<file path="src/b64e_pkg.sv">
// Shared types, constants and the alphabet lookup for the base64 stream encoder.
`timescale 1ns / 1ps

package b64e_pkg;

  // Characters one byte can produce at most
  localparam int unsigned MaxChars   = 4;
  localparam int unsigned CharIdxW   = $clog2(MaxChars);
  localparam int unsigned QueueDepth = 2;

  localparam logic [7:0] PadChar = 8'h3D;  // '='

  // Pending bit-pair counts
  localparam logic [1:0] PairsNone = 2'd0;
  localparam logic [1:0] PairsOne  = 2'd1;
  localparam logic [1:0] PairsTwo  = 2'd2;

  // One queued job: the characters a byte yields, index of the last one,
  // and whether that last one closes the message
  typedef struct packed {
    logic [MaxChars-1:0][7:0] chars;
    logic [CharIdxW-1:0]      last_idx;
    logic                     msg_end;
  } job_t;

  // Standard alphabet: A-Z, a-z, 0-9, '+', '/'
  function automatic logic [7:0] b64_char(input logic [5:0] grp);
    logic [7:0] g;
    logic [7:0] ch;
    g = {2'b00, grp};
    if (g < 8'd26) begin
      ch = 8'h41 + g;
    end else if (g < 8'd52) begin
      ch = 8'h61 + (g - 8'd26);
    end else if (g < 8'd62) begin
      ch = 8'h30 + (g - 8'd52);
    end else if (g == 8'd62) begin
      ch = 8'h2B;
    end else begin
      ch = 8'h2F;
    end
    return ch;
  endfunction

endpackage

</file>
<file path="src/b64e_if.sv">
// Valid/ready channel interfaces for raw bytes in and characters out.
`timescale 1ns / 1ps

interface b64e_byte_if;
  logic       valid;
  logic       ready;
  logic [7:0] data_byte;
  logic       end_of_message;

  modport source (output valid, output data_byte, output end_of_message, input ready);
  modport sink   (input valid, input data_byte, input end_of_message, output ready);
endinterface

interface b64e_char_if;
  logic       valid;
  logic       ready;
  logic [7:0] out_char;
  logic       final_char;

  modport source (output valid, output out_char, output final_char, input ready);
  modport sink   (input valid, input out_char, input final_char, output ready);
endinterface

</file>
<file path="src/base64_stream_encoder.sv">
// An accepted byte's job is written into the queue; its characters then leave through
// the single-character output register, one character per cycle while the receiver is
// ready. A byte yields 1 to 2 characters (up to 4 for a message's last byte).
// Bytes are taken every cycle while the job queue has room.
// Reset (rst_ni low, asynchronous) clears pending bits, the queue and the output.
`timescale 1ns / 1ps

module base64_stream_encoder #(
  parameter int unsigned QueueDepth = b64e_pkg::QueueDepth
) (
  input  logic        clk_i,
  input  logic        rst_ni,
  b64e_byte_if.sink   in_ch_i,
  b64e_char_if.source out_ch_o
);

  b64e_pkg::job_t push_job;
  b64e_pkg::job_t head_job;
  logic           push;
  logic           pop;
  logic           q_full;
  logic           q_empty;

  b64e_front u_front (
    .clk_i            (clk_i),
    .rst_ni           (rst_ni),
    .in_valid_i       (in_ch_i.valid),
    .in_ready_o       (in_ch_i.ready),
    .data_byte_i      (in_ch_i.data_byte),
    .end_of_message_i (in_ch_i.end_of_message),
    .q_full_i         (q_full),
    .push_o           (push),
    .job_o            (push_job)
  );

  b64e_queue #(
    .Depth (QueueDepth)
  ) u_queue (
    .clk_i      (clk_i),
    .rst_ni     (rst_ni),
    .push_i     (push),
    .push_job_i (push_job),
    .pop_i      (pop),
    .full_o     (q_full),
    .empty_o    (q_empty),
    .head_o     (head_job)
  );

  b64e_back u_back (
    .clk_i        (clk_i),
    .rst_ni       (rst_ni),
    .q_empty_i    (q_empty),
    .head_i       (head_job),
    .pop_o        (pop),
    .out_valid_o  (out_ch_o.valid),
    .out_ready_i  (out_ch_o.ready),
    .out_char_o   (out_ch_o.out_char),
    .final_char_o (out_ch_o.final_char)
  );

endmodule

</file>
<file path="src/b64e_front.sv">
// Front end: takes bytes, tracks leftover bits and builds per-byte character jobs.
`timescale 1ns / 1ps

module b64e_front (
  input  logic              clk_i,
  input  logic              rst_ni,
  input  logic              in_valid_i,
  output logic              in_ready_o,
  input  logic [7:0]        data_byte_i,
  input  logic              end_of_message_i,
  input  logic              q_full_i,
  output logic              push_o,
  output b64e_pkg::job_t    job_o
);

  logic [3:0] pend_q, pend_d;
  logic [1:0] pairs_q, pairs_d;
  logic       accept;

  assign in_ready_o = !q_full_i;
  assign accept     = in_valid_i && !q_full_i;
  assign push_o     = accept;

  // Split the byte against the pending bits
  always_comb begin
    job_o          = '0;
    job_o.msg_end  = end_of_message_i;
    pend_d         = pend_q;
    pairs_d        = pairs_q;
    unique case (pairs_q)
      b64e_pkg::PairsOne: begin
        job_o.chars[0] = b64e_pkg::b64_char({pend_q[1:0], data_byte_i[7:4]});
        if (end_of_message_i) begin
          job_o.chars[1] = b64e_pkg::b64_char({data_byte_i[3:0], 2'b00});
          job_o.chars[2] = b64e_pkg::PadChar;
          job_o.last_idx = 2'd2;
        end else begin
          job_o.last_idx = 2'd0;
        end
        pend_d  = data_byte_i[3:0];
        pairs_d = b64e_pkg::PairsTwo;
      end
      b64e_pkg::PairsTwo: begin
        job_o.chars[0] = b64e_pkg::b64_char({pend_q, data_byte_i[7:6]});
        job_o.chars[1] = b64e_pkg::b64_char(data_byte_i[5:0]);
        job_o.last_idx = 2'd1;
        pend_d         = 4'd0;
        pairs_d        = b64e_pkg::PairsNone;
      end
      default: begin
        // no bits pending (an impossible count of three lands here too)
        job_o.chars[0] = b64e_pkg::b64_char(data_byte_i[7:2]);
        if (end_of_message_i) begin
          job_o.chars[1] = b64e_pkg::b64_char({data_byte_i[1:0], 4'b0000});
          job_o.chars[2] = b64e_pkg::PadChar;
          job_o.chars[3] = b64e_pkg::PadChar;
          job_o.last_idx = 2'd3;
        end else begin
          job_o.last_idx = 2'd0;
        end
        pend_d  = {2'b00, data_byte_i[1:0]};
        pairs_d = b64e_pkg::PairsOne;
      end
    endcase
    // message end returns to the reset state
    if (end_of_message_i) begin
      pend_d  = 4'd0;
      pairs_d = b64e_pkg::PairsNone;
    end
  end

  always_ff @(posedge clk_i or negedge rst_ni) begin
    if (!rst_ni) begin
      pend_q  <= 4'd0;
      pairs_q <= b64e_pkg::PairsNone;
    end else if (accept) begin
      pend_q  <= pend_d;
      pairs_q <= pairs_d;
    end
  end

endmodule

</file>
<file path="src/b64e_queue.sv">
// Small job queue between the front end and the character emitter.
`timescale 1ns / 1ps

module b64e_queue #(
  parameter int unsigned Depth = b64e_pkg::QueueDepth
) (
  input  logic           clk_i,
  input  logic           rst_ni,
  input  logic           push_i,
  input  b64e_pkg::job_t push_job_i,
  input  logic           pop_i,
  output logic           full_o,
  output logic           empty_o,
  output b64e_pkg::job_t head_o
);

  localparam int unsigned PtrW = (Depth > 1) ? $clog2(Depth) : 1;
  localparam int unsigned CntW = $clog2(Depth + 1);

  b64e_pkg::job_t    slots_q [Depth];
  logic [PtrW-1:0]   wr_ptr_q, rd_ptr_q;
  logic [CntW-1:0]   count_q;
  logic              do_push, do_pop;

  assign full_o  = (count_q == CntW'(Depth));
  assign empty_o = (count_q == '0);
  assign do_push = push_i && !full_o;
  assign do_pop  = pop_i && !empty_o;
  assign head_o  = slots_q[rd_ptr_q];

  // Job storage
  always_ff @(posedge clk_i) begin
    if (do_push) begin
      slots_q[wr_ptr_q] <= push_job_i;
    end
  end

  // Pointers and fill count
  always_ff @(posedge clk_i or negedge rst_ni) begin
    if (!rst_ni) begin
      wr_ptr_q <= '0;
      rd_ptr_q <= '0;
      count_q  <= '0;
    end else begin
      if (do_push) begin
        wr_ptr_q <= (wr_ptr_q == PtrW'(Depth - 1)) ? '0 : wr_ptr_q + 1'b1;
      end
      if (do_pop) begin
        rd_ptr_q <= (rd_ptr_q == PtrW'(Depth - 1)) ? '0 : rd_ptr_q + 1'b1;
      end
      if (do_push && !do_pop) begin
        count_q <= count_q + 1'b1;
      end else if (do_pop && !do_push) begin
        count_q <= count_q - 1'b1;
      end
    end
  end

endmodule

</file>
<file path="src/b64e_back.sv">
// Back end: walks the head job one character per cycle into the output register while it is free or being drained.
`timescale 1ns / 1ps

module b64e_back (
  input  logic           clk_i,
  input  logic           rst_ni,
  input  logic           q_empty_i,
  input  b64e_pkg::job_t head_i,
  output logic           pop_o,
  output logic           out_valid_o,
  input  logic           out_ready_i,
  output logic [7:0]     out_char_o,
  output logic           final_char_o
);

  logic [b64e_pkg::CharIdxW-1:0] idx_q;
  logic                          valid_q;
  logic [7:0]                    char_q;
  logic                          final_q;
  logic                          load;
  logic                          at_last;

  // Output register takes a new beat when a job is queued and the register is empty or being drained
  assign load    = !q_empty_i && (!valid_q || out_ready_i);
  assign at_last = (idx_q == head_i.last_idx);
  assign pop_o   = load && at_last;

  always_ff @(posedge clk_i or negedge rst_ni) begin
    if (!rst_ni) begin
      idx_q   <= '0;
      valid_q <= 1'b0;
    end else begin
      if (load) begin
        valid_q <= 1'b1;
        idx_q   <= at_last ? '0 : idx_q + 1'b1;
      end else if (out_ready_i) begin
        valid_q <= 1'b0;
      end
    end
  end

  // Payload
  always_ff @(posedge clk_i) begin
    if (load) begin
      char_q  <= head_i.chars[idx_q];
      final_q <= head_i.msg_end && at_last;
    end
  end

  assign out_valid_o  = valid_q;
  assign out_char_o   = char_q;
  assign final_char_o = final_q;

endmodule

</file>
<file path="src/flat_wrapper.sv">
// flat-port wrapper written by rule: the top's interface ports become plain ports
module base64_stream_encoder_flat 
#(
  parameter int unsigned QueueDepth = b64e_pkg::QueueDepth
)
  (clk_i, rst_ni, in_ch_i_valid, in_ch_i_data_byte, in_ch_i_end_of_message, in_ch_i_ready, out_ch_o_valid, out_ch_o_out_char, out_ch_o_final_char, out_ch_o_ready);
  b64e_byte_if in_ch_i_i ();
  b64e_char_if out_ch_o_i ();
  input  logic clk_i;
  input  logic rst_ni;
  input wire logic [$bits(in_ch_i_i.valid)-1:0] in_ch_i_valid;
  input wire logic [$bits(in_ch_i_i.data_byte)-1:0] in_ch_i_data_byte;
  input wire logic [$bits(in_ch_i_i.end_of_message)-1:0] in_ch_i_end_of_message;
  output wire logic [$bits(in_ch_i_i.ready)-1:0] in_ch_i_ready;
  output wire logic [$bits(out_ch_o_i.valid)-1:0] out_ch_o_valid;
  output wire logic [$bits(out_ch_o_i.out_char)-1:0] out_ch_o_out_char;
  output wire logic [$bits(out_ch_o_i.final_char)-1:0] out_ch_o_final_char;
  input wire logic [$bits(out_ch_o_i.ready)-1:0] out_ch_o_ready;
  assign in_ch_i_i.valid = in_ch_i_valid;
  assign in_ch_i_i.data_byte = in_ch_i_data_byte;
  assign in_ch_i_i.end_of_message = in_ch_i_end_of_message;
  assign in_ch_i_ready = in_ch_i_i.ready;
  assign out_ch_o_valid = out_ch_o_i.valid;
  assign out_ch_o_out_char = out_ch_o_i.out_char;
  assign out_ch_o_final_char = out_ch_o_i.final_char;
  assign out_ch_o_i.ready = out_ch_o_ready;
  base64_stream_encoder #(.QueueDepth(QueueDepth)) u_core (.clk_i(clk_i), .rst_ni(rst_ni), .in_ch_i(in_ch_i_i), .out_ch_o(out_ch_o_i));
endmodule
</file>
<file path="config.mk">
export PLATFORM = sky130hd
export DESIGN_NAME = base64_stream_encoder_flat
export DESIGN_NICKNAME = d
export VERILOG_FILES = /design/src/b64e_pkg.sv /design/src/b64e_if.sv /design/src/base64_stream_encoder.sv /design/src/b64e_front.sv /design/src/b64e_queue.sv /design/src/b64e_back.sv /design/src/flat_wrapper.sv
export SDC_FILE = /design/constraint.sdc
export NUM_CORES = 1
export LEC_CHECK = 0
export BUFFER_PORTS_ARGS = -buffer_cell sky130_fd_sc_hd__buf_4
export CORE_MARGIN = 2
export CORE_UTILIZATION = 35
export CTS_CLUSTER_SIZE = 12
export DETAILED_ROUTE_END_ITERATION = 12
export GPL_TIMING_DRIVEN = 0
export PLACE_DENSITY_LB_ADDON = 0.15
export SYNTH_ARGS = -nofsm -noshare
export SYNTH_HDL_FRONTEND = slang
export SYNTH_SLANG_ARGS = --single-unit
</file>
<file path="constraint.sdc">
create_clock -name clk_i -period 2.4 [get_ports clk_i]
set_clock_uncertainty 0.15 [all_clocks]
set_input_delay 0.24 -clock clk_i [delete_from_list [all_inputs] [get_ports clk_i]]
set_output_delay 0.24 -clock clk_i [all_outputs]
set_load 0.05 [all_outputs]
</file>
-- After elaboration in Yosys (flattened, before gate mapping)
Memory sizes are Yosys's and may differ from the RTL's.
Index checks and enable logic that the tools add are counted.
- memories kept: 1
- register bits after elaboration: 22
- output and inout bits: 11
- word-level logic and storage cells: 126
- RAM bits: 70
- bits of input ports: 13
- memories (name ; words ; width ; read ports ; clocked after memory_dff ; wr ports ; line ; source):
    u_core.u_queue.slots_q ; 2 ; 35 ; 1 ; 0 ; 1 ; b64e_queue.sv:20 ; b64e_pkg::job_t slots_q [Depth];
- equal/unequal tests: 8
- add/sub/neg operators: 33
- magnitude comparators: 16
- mux-type cells: 41
- reductions and logical operators: 18
- operators by type and width (operator ; number):
    8-bit 2-to-1 mux ; 17
    6-bit < comparator, second input constant ; 9
    7-bit by 6-bit adder with 8-bit output, first input constant ; 6
    7-bit by 8-bit adder with 8-bit output, first input constant ; 6
    6-bit by 5-bit subtractor with 7-bit output, second input constant ; 6
    7-bit by 7-bit adder with 8-bit output, first input constant ; 5
    6-bit by 5-bit < comparator with 1-bit output, second input constant ; 6
    18-bit one-hot mux with 2 select lines ; 1
    6-bit by 6-bit subtractor with 7-bit output, second input constant ; 5
    6-bit == test, second input constant ; 4
    22-bit 2-to-1 mux ; 1
    8-bit binary-select mux with 2-bit select ; 1
    8-bit one-hot mux with 2 select lines ; 1
    14-bit 2-to-1 mux ; 1
    2-bit 2-to-1 mux ; 6
    3-bit 2-to-1 mux ; 4
    1-bit logical AND ; 8
    4-bit one-hot mux with 2 select lines ; 1
    1-bit 2-to-1 mux ; 6
    1-bit zero test ; 5
    2-bit by 1-bit adder with 2-bit output, second input constant ; 2
    2-bit == test, second input constant ; 2
    4-bit 2-to-1 mux ; 1
    2-bit one-hot mux with 2 select lines ; 1
    other kinds (9) ; 11

-- Depth between registers and ports, before layout
- word-level depth: 8
- mapped depth: 12
- mapped depth without buffers: 11

-- Cells and area by module
A second synthesis with hierarchy kept.
- cells, all modules: 596
- area total of the unflattened synthesis: 6562.5 um^2
- by module, submodules not included (module ; times used ; area an instance (um^2) ; seq. area each (um^2) ; cells each):
    b64e_front ; 1 ; 3041.7 ; 150.1 ; 429
    b64e_queue ; 1 ; 2872.8 ; 2202.1 ; 128
    b64e_back ; 1 ; 648.1 ; 345.3 ; 39

-- Least setup slack after synthesis
Ideal clock, no wire load.
- path kind: register to register
- start point: reg u_core.u_queue.count_q[0]
- end point: mem u_core.u_queue.slots_q[0][0] (netlist bit) (enable)
- arrival time: 2.047 ns
- data required time: 1.853 ns
- clock period less this slack: 2.594 ns
- buffers on the path: 0
- library setup time: 0.397 ns
- slack: -0.194 ns
- cell stages (with the launch flop): 4
- cells stage by stage: dfrtp_1 nand2b_1 nand2_1 nor2_1
- cells in the longest elaborated chain, start to end: 6
- ends and longest elaborated chain (item ; line ; source):
    from (decl) ; b64e_queue.sv:22 ; logic [CntW-1:0] count_q;
    from (signal assigned) ; b64e_queue.sv:52 ; count_q <= count_q + 1'b1;
    from (signal assigned) ; b64e_queue.sv:54 ; count_q <= count_q - 1'b1;
    2-bit == test (*) ; b64e_queue.sv:25 ; assign full_o = (count_q == CntW'(Depth));
    1-bit zero test (*) ; -- ;
    named net in_ch_i_ready ; flat_wrapper.sv:14 ; output wire logic [$bits(in_ch_i_i.ready)-1:0] in_ch_i_ready;
    1-bit logical AND ; b64e_front.sv:21 ; assign accept = in_valid_i && !q_full_i;
    1-bit logical AND (*) ; b64e_queue.sv:27 ; assign do_push = push_i && !full_o;
    1-bit 2-to-1 mux (*) ; b64e_queue.sv:33 ; if (do_push) begin
    1-bit 2-to-1 mux (not written as such) (*) ; b64e_queue.sv:34 ; slots_q[wr_ptr_q] <= push_job_i;
    to (decl) ; b64e_queue.sv:20 ;
Mark *: on every way through the listed nets, which the timed path passes. The rest lies on a longest branch.

==> flow_metrics.py <==
metrics = {
    "floorplanning": {
        "dieArea_sq_mm": 0.0159,
        "die_x_um": 126,
        "std_cell_rows": 44,
        "num_io_pins": 24,
        "start_util_pct": 35.8,
        "core_area_sq_mm": 0.0145,
        "die_h_um": 126,
    },
    "run_status": {
        "outcome": "finished clean",
    },
    "critical_path": {
        "r2r_cells": 11,
        "worst_setup_path_end_kind": "flip-flop",
        "arrival_ns": 2.41,
        "worst-path-buf-inv": 1,
        "cp_max_fo": 3,
        "critPathKind": "reg -> reg",
        "r2r_end": "u_core.u_queue.slots_q[0][9]",
        "crit_family": "compound AO/OA/AOI/OAI gates",
        "cpPeakStageDelay_ns": 0.45,
        "cp.required_ns": 2.42,
        "crit_slowest_cell": "dfrtp_2",
        "reg2reg_slack_ns": 0.007,
        "cp-start-kind": "flip-flop",
        "crit_chain": "buf_12 > ha_2 > a21oi_4 > xnor2_1 > ha_2 > nor3b_2 > a21oi_1 > a21o_1 > a31oi_2 > o311ai_2 > nand3_1",
        "reg2reg_from": "u_core.u_front.pend_q[0]",
        "worst_path_most_repeated_cell": "ha_2",
    },
    "sta": {
        "slew_headroom_pct": 31.3,
        "setup_viol": 0,
        "fmax_ghz": 0.418,
        "fin_crit_ns": 2.39,
        "setup_slack_ns": 0.00668,
        "hold_viol_final": 0,
        "post-route-period-util_pct": 99.7,
        "tightest_slew_ns": 1.03,
        "rsz0062_at_grt": "yes",
        "finalMaxSlewViolations": 0,
        "worst_hold_slack_ns": 0.0457,
    },
    "global_routing": {
        "overflow": 0,
        "antenna_found_initial": 0,
        "grt_pass1_wl_mm": 21.7,
        "grt_pass1_vias": 3967,
        "grt_max_degree": 21,
        "grtUsageTotal_pct": 17.0,
    },
    "clock_network": {
        "cts_tree": "yes",
        "clk_latency_ns": 0.32,
        "clock_sink_count": 62,
        "cts.clk_slew.worst_paths_ns": 0.05,
        "clockRootBuffer": "clkbuf_16",
        "clockBufferDepth": 2,
        "cts_buffers": 9,
        "htree_levels": 3,
    },
    "placement": {
        "place.gp.congestion": 0.849,
        "dp_slack_ns": -0.527,
        "port_buffers": 23,
        "place_inst": 738,
        "dp_hpwl_mm": 10.2,
    },
    "hold_path": {
        "hold_start": "in_ch_i_end_of_message",
        "hold_end": "u_core.u_queue.slots_q[0][0]",
        "hp-class": "in -> reg",
        "hold_depth": 1,
    },
    "synth": {
        "ys_types": 73,
        "ys_async_sr_fraction_pct": 21.0,
        "postSynthCellCount": 531,
        "ys_top_cells_by_area": "edfxtp_1, ha_1, xnor2_1, dfrtp_1, a21oi_1",
        "synthMuxAreaShare_pct": 5.46,
        "yosys.area.top_type_share_pct": 28.3,
        "synth_compound_area_share_pct": 18.3,
        "netlist_area_sq_mm": 0.00521,
        "synth_top_family_by_area": "compound AO/OA/AOI/OAI gates",
        "ys.flop_type": "edfxtp_1",
        "synth_top_area_cell": "edfxtp_1",
        "syn-num-nets": 591,
        "synth_xor_area_share_pct": 10.9,
        "yosys.area_share.simple_pct": 14.4,
        "ys_top_cells_by_count": "edfxtp_1, nand2_1, ha_1, xnor2_1",
        "seq_area_frac_synth_pct": 34.5,
        "synth_adder_area_share_pct": 11.3,
        "ys_seq_elements": 62,
        "synth_area_per_cell_sq_um": 9.80,
        "synth_warnings": 0,
        "synth_edf_count": 49,
    },
    "power": {
        "power_switching_mw": 2.80,
        "powerDensity_mw_per_mm2": 1080,
        "pwr-share-clk_pct": 18.2,
        "static-leakage-power_nw": 2.43,
        "p_seq_share_pct": 28.8,
        "p_comb_share_pct": 53.0,
        "ir_drop_uv": 415,
        "switching_share_pct": 41.4,
        "p_int_mw": 3.97,
    },
    "cells_and_area": {
        "num-nets-final": 639,
        "drive_gt1_share_pct": 24.8,
        "syn_to_final_growth_pct": 20.5,
        "diodes": 0,
        "fin_cells": 768,
    },
    "drt": {
        "vias": 4136,
        "wl_mm": 13.6,
        "drt_pass1_iterations": 5,
        "vias_per_cell": 5.39,
        "drc": 0,
        "drtIter0Drc": 273,
        "postRouteAntennaNets": 0,
        "wl_per_cell_um": 17.8,
    },
    "flow_run": {
        "max-cap-violations": 0,
    },
}
[layout make-up]
cell class / instances / area, sq um
Clock buffer: 9 / 225
Clock inverter: 7 / 65.1
Sequential cell: 62 / 1800
Buffer: 26 / 178
Tap cell: 184 / 230
Fill cell: 1445 / 8260
Timing Repair Buffer: 41 / 339
Multi-Input combinational cell: 414 / 3320
Inverter: 25 / 118
[logic make-up (layout without fill, tap and decap cells)]
logic type | count (synthesis) | after routing
AOI/OAI and AO/OA | 142 | 142
buffers and inverters | 55 | 108
xor gates and xnor gates | 59 | 59
and+or+nand+nor | 148 | 148
DFF | 62 | 62
adders and majority gates | 47 | 47
muxes | 18 | 18
[sequential cells by signal, summed over array words and instances (netlist names), 2 cells and up]
name                      cells
u_core.u_back.idx_q           2
u_core.u_back.out_char_o      8
u_core.u_front.pairs_q        2
u_core.u_front.pend_q         4
u_core.u_queue.count_q        2
u_core.u_queue.slots_q       40
[worst reg2reg max path, cell delays in order (launching register included)]
cell and delay, ns:
dfrtp_2 0.45, buf_12 0.15, ha_2 0.18, a21oi_4 0.14, xnor2_1 0.09, ha_2 0.20
nor3b_2 0.18, a21oi_1 0.06, a21o_1 0.16, a31oi_2 0.20, o311ai_2 0.15, nand3_1 0.14
[power groups by stage]
stage,clock (mW),sequential (mW),combinational [mW]
floorplan,0,2.23,2.10
global placement,0,1.96,3.21
detailed placement,0,1.97,3.24
CTS,1.26,1.96,3.42
global route,1.30,1.99,3.91
finish,1.23,1.95,3.59
[how the worst max path moves through the flow]
stage | start | end | slack, ns | cells after the start
after floorplan | u_core.u_front.pend_q[0] | u_core.u_queue.slots_q[0][10] | 0.004 | 8
after global placement | u_core.u_front.pend_q[0] | u_core.u_queue.slots_q[0][4] | -0.50 | 9
after detailed placement | u_core.u_front.pend_q[0] | u_core.u_queue.slots_q[1][4] | -0.53 | 9
after CTS | u_core.u_front.pend_q[0] | u_core.u_queue.slots_q[0][10] | -0.005 | 8
after global routing | u_core.u_front.pend_q[0] | u_core.u_queue.slots_q[0][9] | -0.08 | 11
final | u_core.u_front.pend_q[0] | u_core.u_queue.slots_q[0][9] | 0.007 | 11
[stage by stage]
step | cell area, sq um | TNS [ns] | power [mW] | util (%)
after floorplan | 5210 | 0 | 4.33 | -
after global placement | 5610 | -9.10 | 5.17 | 38.6
after detailed placement | 5610 | -9.45 | 5.21 | 38.6
after CTS | 6100 | -0.00912 | 6.63 | 42.0
after global routing | 6270 | -0.480 | 7.21 | 43.1
final | 6270 | 0 | 6.77 | 43.1
[metal layers]
metal | share of wire (%) | vias up | track usage (%)
met5 | 0 | - | 0
met4 | 1.1 | 0 | 3.62
met3 | 3.0 | 16 | 2.55
met2 | 48 | 90 | 28.0
met1 | 48 | 2013 | 23.9
li1 | - | 2017 | -
[placed cells by master (no fill, tap or decap), types with 7 or more instances in the layout]
master      n
nand2_1    49
edfxtp_1   49
buf_4      44
ha_1       41
xnor2_1    39
o21ai_0    33
a21oi_1    29
nor2_1     28
inv_1      20
xor2_1     13
nand3_1    13
nor3_1     12
dfrtp_1    12
a21oi_2    10
clkbuf_1    9
clkbuf_16   9
nand2b_1    8
mux4_2      8
mux2i_1     7
[repair_timing]
action | in CTS | in global routing
buffers inserted | 12 | 5
gates cloned | 0 | 0
endpoints found under the hold margin | 13 | 0
gates resized for setup | 23 | 34
pin swaps | 6 | 14
endpoints found under the setup margin | 24 | 26
hold buffers | 1 | 0
No activity file was read; power rests on OpenSTA's default activity.
